## src/hdl/budget_cap_search_top_macros.svh

```systemverilog
// assertion macros for the budget cap search block
// included by the top level; defining ASSERT_OFF leaves the bodies empty
`ifndef BUDGET_CAP_SEARCH_TOP_MACROS_SVH
`define BUDGET_CAP_SEARCH_TOP_MACROS_SVH
`ifndef ASSERT_OFF
`define BCS_ASSERT(lbl, clk, rst, prop, msg) \
   lbl: assert property (@(posedge clk) disable iff (rst) prop) else $error(msg);
`define BCS_ASSERT_NEVER(lbl, clk, rst, cond, msg) \
   `BCS_ASSERT(lbl, clk, rst, !(cond), msg)
`else
`define BCS_ASSERT(lbl, clk, rst, prop, msg)
`define BCS_ASSERT_NEVER(lbl, clk, rst, cond, msg)
`endif
`endif

```

## src/hdl/bcs_pkg.sv

```systemverilog
// shared types, constants and the microcode table of the budget cap search
// used by the sequencer, the datapath and the top level
package bcs_pkg;

   // result cap and budget width
   localparam int CAP_W = 48;
   localparam int STEP_W = 3;

   typedef logic [STEP_W-1:0] step_type;

   // microcode step addresses
   localparam step_type STEP_LOAD   = 3'd0;
   localparam step_type STEP_CHECK  = 3'd1;
   localparam step_type STEP_PROBE  = 3'd2;
   localparam step_type STEP_SCAN   = 3'd3;
   localparam step_type STEP_DECIDE = 3'd4;
   localparam step_type STEP_EMIT   = 3'd5;

   // jump conditions
   typedef enum logic [2:0] {
      COND_LAST        = 3'd0,
      COND_TOTAL_FITS  = 3'd1,
      COND_SEARCH_DONE = 3'd2,
      COND_SCAN_DONE   = 3'd3,
      COND_PROCEED     = 3'd4,
      COND_OUT_FREE    = 3'd5
   } cond_type;

   // one control word
   typedef struct packed {
      logic     accept_en;
      logic     init_en;
      logic     probe_en;
      logic     scan_en;
      logic     decide_en;
      logic     emit_en;
      cond_type cond;
      step_type target;
      logic     hold;
   } ctrl_type;

   // datapath flags seen by the sequencer
   typedef struct packed {
      logic last_accept;
      logic total_fits;
      logic search_done;
      logic scan_done;
      logic proceed;
      logic out_free;
   } status_type;

   // microcode rom: taken jump goes to target, else hold or fall through
   function automatic ctrl_type ucode_rom(step_type step);
      ctrl_type w;
      w = '0;
      unique case (step)
         STEP_LOAD: begin
            w.accept_en = 1'b1;
            w.cond      = COND_LAST;
            w.target    = STEP_CHECK;
            w.hold      = 1'b1;
         end
         STEP_CHECK: begin
            w.init_en = 1'b1;
            w.cond    = COND_TOTAL_FITS;
            w.target  = STEP_EMIT;
         end
         STEP_PROBE: begin
            w.probe_en = 1'b1;
            w.cond     = COND_SEARCH_DONE;
            w.target   = STEP_EMIT;
         end
         STEP_SCAN: begin
            w.scan_en = 1'b1;
            w.cond    = COND_SCAN_DONE;
            w.target  = STEP_DECIDE;
            w.hold    = 1'b1;
         end
         STEP_DECIDE: begin
            w.decide_en = 1'b1;
            w.cond      = COND_PROCEED;
            w.target    = STEP_PROBE;
         end
         STEP_EMIT: begin
            w.emit_en = 1'b1;
            w.cond    = COND_OUT_FREE;
            w.target  = STEP_LOAD;
            w.hold    = 1'b1;
         end
         default: begin
            w.cond   = COND_LAST;
            w.target = STEP_LOAD;
         end
      endcase
      return w;
   endfunction

endpackage

```

## src/hdl/bcs_sequencer.sv

```systemverilog
// microcode sequencer: step counter, control rom and conditional jumps
// depends on bcs_pkg
module bcs_sequencer (
   input  logic               clock,
   input  logic               reset,
   input  bcs_pkg::status_type status,
   output bcs_pkg::ctrl_type   ctrl
);

   import bcs_pkg::*;

   step_type step_ff;
   step_type step_in;
   logic     taken;

   assign ctrl = ucode_rom(step_ff);

   // condition select
   always_comb begin
      unique case (ctrl.cond)
         COND_LAST:        taken = status.last_accept;
         COND_TOTAL_FITS:  taken = status.total_fits;
         COND_SEARCH_DONE: taken = status.search_done;
         COND_SCAN_DONE:   taken = status.scan_done;
         COND_PROCEED:     taken = status.proceed;
         COND_OUT_FREE:    taken = status.out_free;
         default:          taken = 1'b0;
      endcase
   end

   // next step
   always_comb begin
      if (taken) begin
         step_in = ctrl.target;
      end else if (ctrl.hold) begin
         step_in = step_ff;
      end else begin
         step_in = step_ff + step_type'(1);
      end
   end

   always_ff @(posedge clock) begin
      if (reset) begin
         step_ff <= STEP_LOAD;
      end else begin
         step_ff <= step_in;
      end
   end

endmodule

```

## config.mk

```make
export PLATFORM = sky130hd
export DESIGN_NAME = bcs_sequencer
export DESIGN_NICKNAME = d
export VERILOG_FILES = /design/src/hdl/budget_cap_search_top_macros.svh /design/src/hdl/bcs_pkg.sv /design/src/hdl/bcs_sequencer.sv
export SDC_FILE = /design/constraint.sdc
export NUM_CORES = 1
export LEC_CHECK = 0
export ABC_AREA = 1
export BUFFER_PORTS_ARGS = -buffer_cell sky130_fd_sc_hd__buf_2
export CORE_AREA = 2 2 39 41
export DETAILED_ROUTE_END_ITERATION = 12
export DIE_AREA = 0 0 41 43
export GPL_ROUTABILITY_DRIVEN = 0
export PLACE_DENSITY = 0.63
export SLEW_MARGIN = 20
export SYNTH_ARGS = -nofsm -noshare
export SYNTH_HDL_FRONTEND = slang
export SYNTH_SLANG_ARGS = --single-unit
```

## constraint.sdc

```tcl
create_clock -name clock -period 4.1 [get_ports clock]
set_clock_uncertainty 0.2 [all_clocks]
set_input_delay 0.41 -clock clock [delete_from_list [all_inputs] [get_ports clock]]
set_output_delay 0.41 -clock clock [all_outputs]
set_load 0.005 [all_outputs]
```

==> results.cfg <==
[status]
status = complete, no violations

[timing]
whs_ns = 0.187
rsz0062_at_grt = no
slew_viol_final = 0
tns_ns = 0
slew_headroom_pct = 83.2
period_minus_slack_ns = 2.16
tightest_slew_ns = 0.249
setup_viol = 0
hold_violations = 0
period_share_pct = 52.6
clock.fmax_ghz = 0.463

[clock_tree]
clock_latency_ns = 0.23
clkTransAtPathRegs_ns = 0.04
cts_made_buffers = 3
cts-root-buf = clkbuf_4
clockBufferDepth = 2
ctsResizeCount = 0
htree_levels = 1
postCtsHoldBufs = 0
cts_setup_buffers = 0
cts_tree = yes
cts_sinks = 3

[floorplan]
dieHeight_um = 43
initial_core_util_pct = 29.7
rows = 14
core_um2 = 1380
dieArea_um2 = 1760
die_x_um = 41
io-pin-count = 21

[finish]
diodes = 0
layout_common_cells = buf_2, inv_1, nand2_1
drive_above_1_share_pct = 40.0
reg_top3 = step_ff: 3 flops
area.growth.synth_to_final_pct = 35.6
top_register = step_ff
nFillCells = 152
fin_util_pct = 40.3
finalNetCount = 104
mostFrequentLayoutCell = buf_2
largest_reg_flops = 3

[detailed_routing]
drt_iter0_drc = 9
ant_nets = 0
drt-met1-wl_um = 465
routed_wl_um = 955
post_drt_wl_per_cell_um = 9.01
top_layer_used = met3
wl_met3_um = 51
drt_first_pass_iters = 4
dr_wl_met2_um = 439
drc = 0
vias = 470
viasPerCell = 4.43

[pwr]
p_clk_share_pct = 12.0
combPwrFrac_pct = 74.1
power_uw = 418
sw_frac_of_total_pct = 50.5
p_int_uw = 207
powerDensity_nw_per_um2 = 750
p_seq_share_pct = 13.9
peakVddDrop_mv = 0.283
p_sw_uw = 211
leakage_uw = 0.000356

[synthesis]
synth_cells = 66
yosysWarnings = 0
ys_types = 19
synth_nets = 79
ys_ff_latch = 3
ys_seq_area_share_pct = 14.6
synthesis.area_um2 = 412
avgSynthCellArea_um2 = 6.24

[worst_setup_path]
critPathLaunchType = flip-flop
required_ns = 3.49
end_kind = primary output
crit_type = flip-flop to primary output
worst_path_largest_cell_delay_ns = 0.44
crit_family = flip-flops
path_cells = inv_2 > ha_1 > inv_1 > nand3_1 > buf_2
crit_buf_inv = 3
cp_max_fo = 6
cp_slowest_cell = dfxtp_1
crit_arrival_ns = 1.55

[run]
drv_cap = 0

[global_route]
track_usage_pct = 12.2
grt_overflow = 0
grt_max_degree = 8
antenna_found_initial = 0
grt_pass1_vias = 411
grt_pass1_wl_um = 1550

[placement]
portBuffers = 20
dp_hpwl_um = 801

[min_path]
hp-class = input port to flip-flop
[metal layers]
| layer | up-vias | global-route usage (%) |
|---|---|---|
| met5 | - | 0 |
| met3 | 0 | 0 |
| met4 | 0 | 6.00 |
| met2 | 16 | 18.4 |
| met1 | 204 | 17.3 |
| li1 | 250 | - |
[stage by stage]
stage	cells	area, µm²	setup WS [ns]
2_1_floorplan	66	412	2.34
3_3_place_gp	102	532	2.19
3_5_place_dp	102	532	2.19
4_1_cts	106	558	1.94
5_1_grt	106	558	1.85
6_report	106	558	1.94
[synthesized netlist by cell type]
| master | count | area share (%) |
|---|---|---|
| nor3_1 | 1 | 1.2 |
| dfxtp_1 | 3 | 15 |
| nand2_4 | 1 | 2.7 |
| clkinv_1 | 1 | 0.91 |
| xor2_1 | 1 | 2.1 |
| inv_1 | 12 | 11 |
| inv_2 | 2 | 1.8 |
| a21oi_1 | 2 | 2.4 |
| nand3_1 | 7 | 8.5 |
| or2_0 | 1 | 1.5 |
| o21ai_0 | 1 | 1.2 |
| nor2_1 | 5 | 4.6 |
| ha_1 | 5 | 15 |
| nand2_2 | 7 | 11 |
| nor3b_2 | 1 | 3.0 |
| nand2_1 | 12 | 11 |
| a21oi_2 | 1 | 2.1 |
| nand4_1 | 2 | 3.0 |
| nand3_2 | 1 | 2.4 |
[power groups by stage]
stage	registers, µW	logic, µW	clock network, µW
after floorplan	54.8	216	0
after global placement	57.6	312	0
after detailed placement	58.4	311	0
after CTS	57.8	313	53.0
after global routing	60.0	354	54.4
final	58.2	310	50.3
[cells by family (layout without fill, tap and decap cells)]
logic type	Yosys count	count (layout)	share of synthesized area [%]
AND/OR/NAND/NOR	38	38	48.6
buffers and inverters	15	39	13.7
XOR/XNOR	1	1	2.13
adder cells (fa/ha/maj)	5	5	15.2
flip-flops	3	3	14.6
AO/OA/AOI/OAI	4	4	5.77
[path summary, 6_finish.rpt]
kind,startpoint,end,slack [ns],depth (start not counted)
min,reset,step_ff[0],0.19,2
min reg2reg,step_ff[1],step_ff[1],0.36,2
max reg2reg,step_ff[1],step_ff[0],2.19,11
max,step_ff[2],ctrl[0],1.94,5
[layout make-up]
cell class                      count  area (µm²)  share of cell area, %
Sequential cell                     3        60.1                   10.8
Clock buffer                        4        26.3                   4.71
Tap cell                           16        20.0                   3.59
Multi-Input combinational cell     48         295                   52.9
Inverter                           15        56.3                   10.1
Timing Repair Buffer               20         100                   17.9
Power figures use the tool's default switching activity.
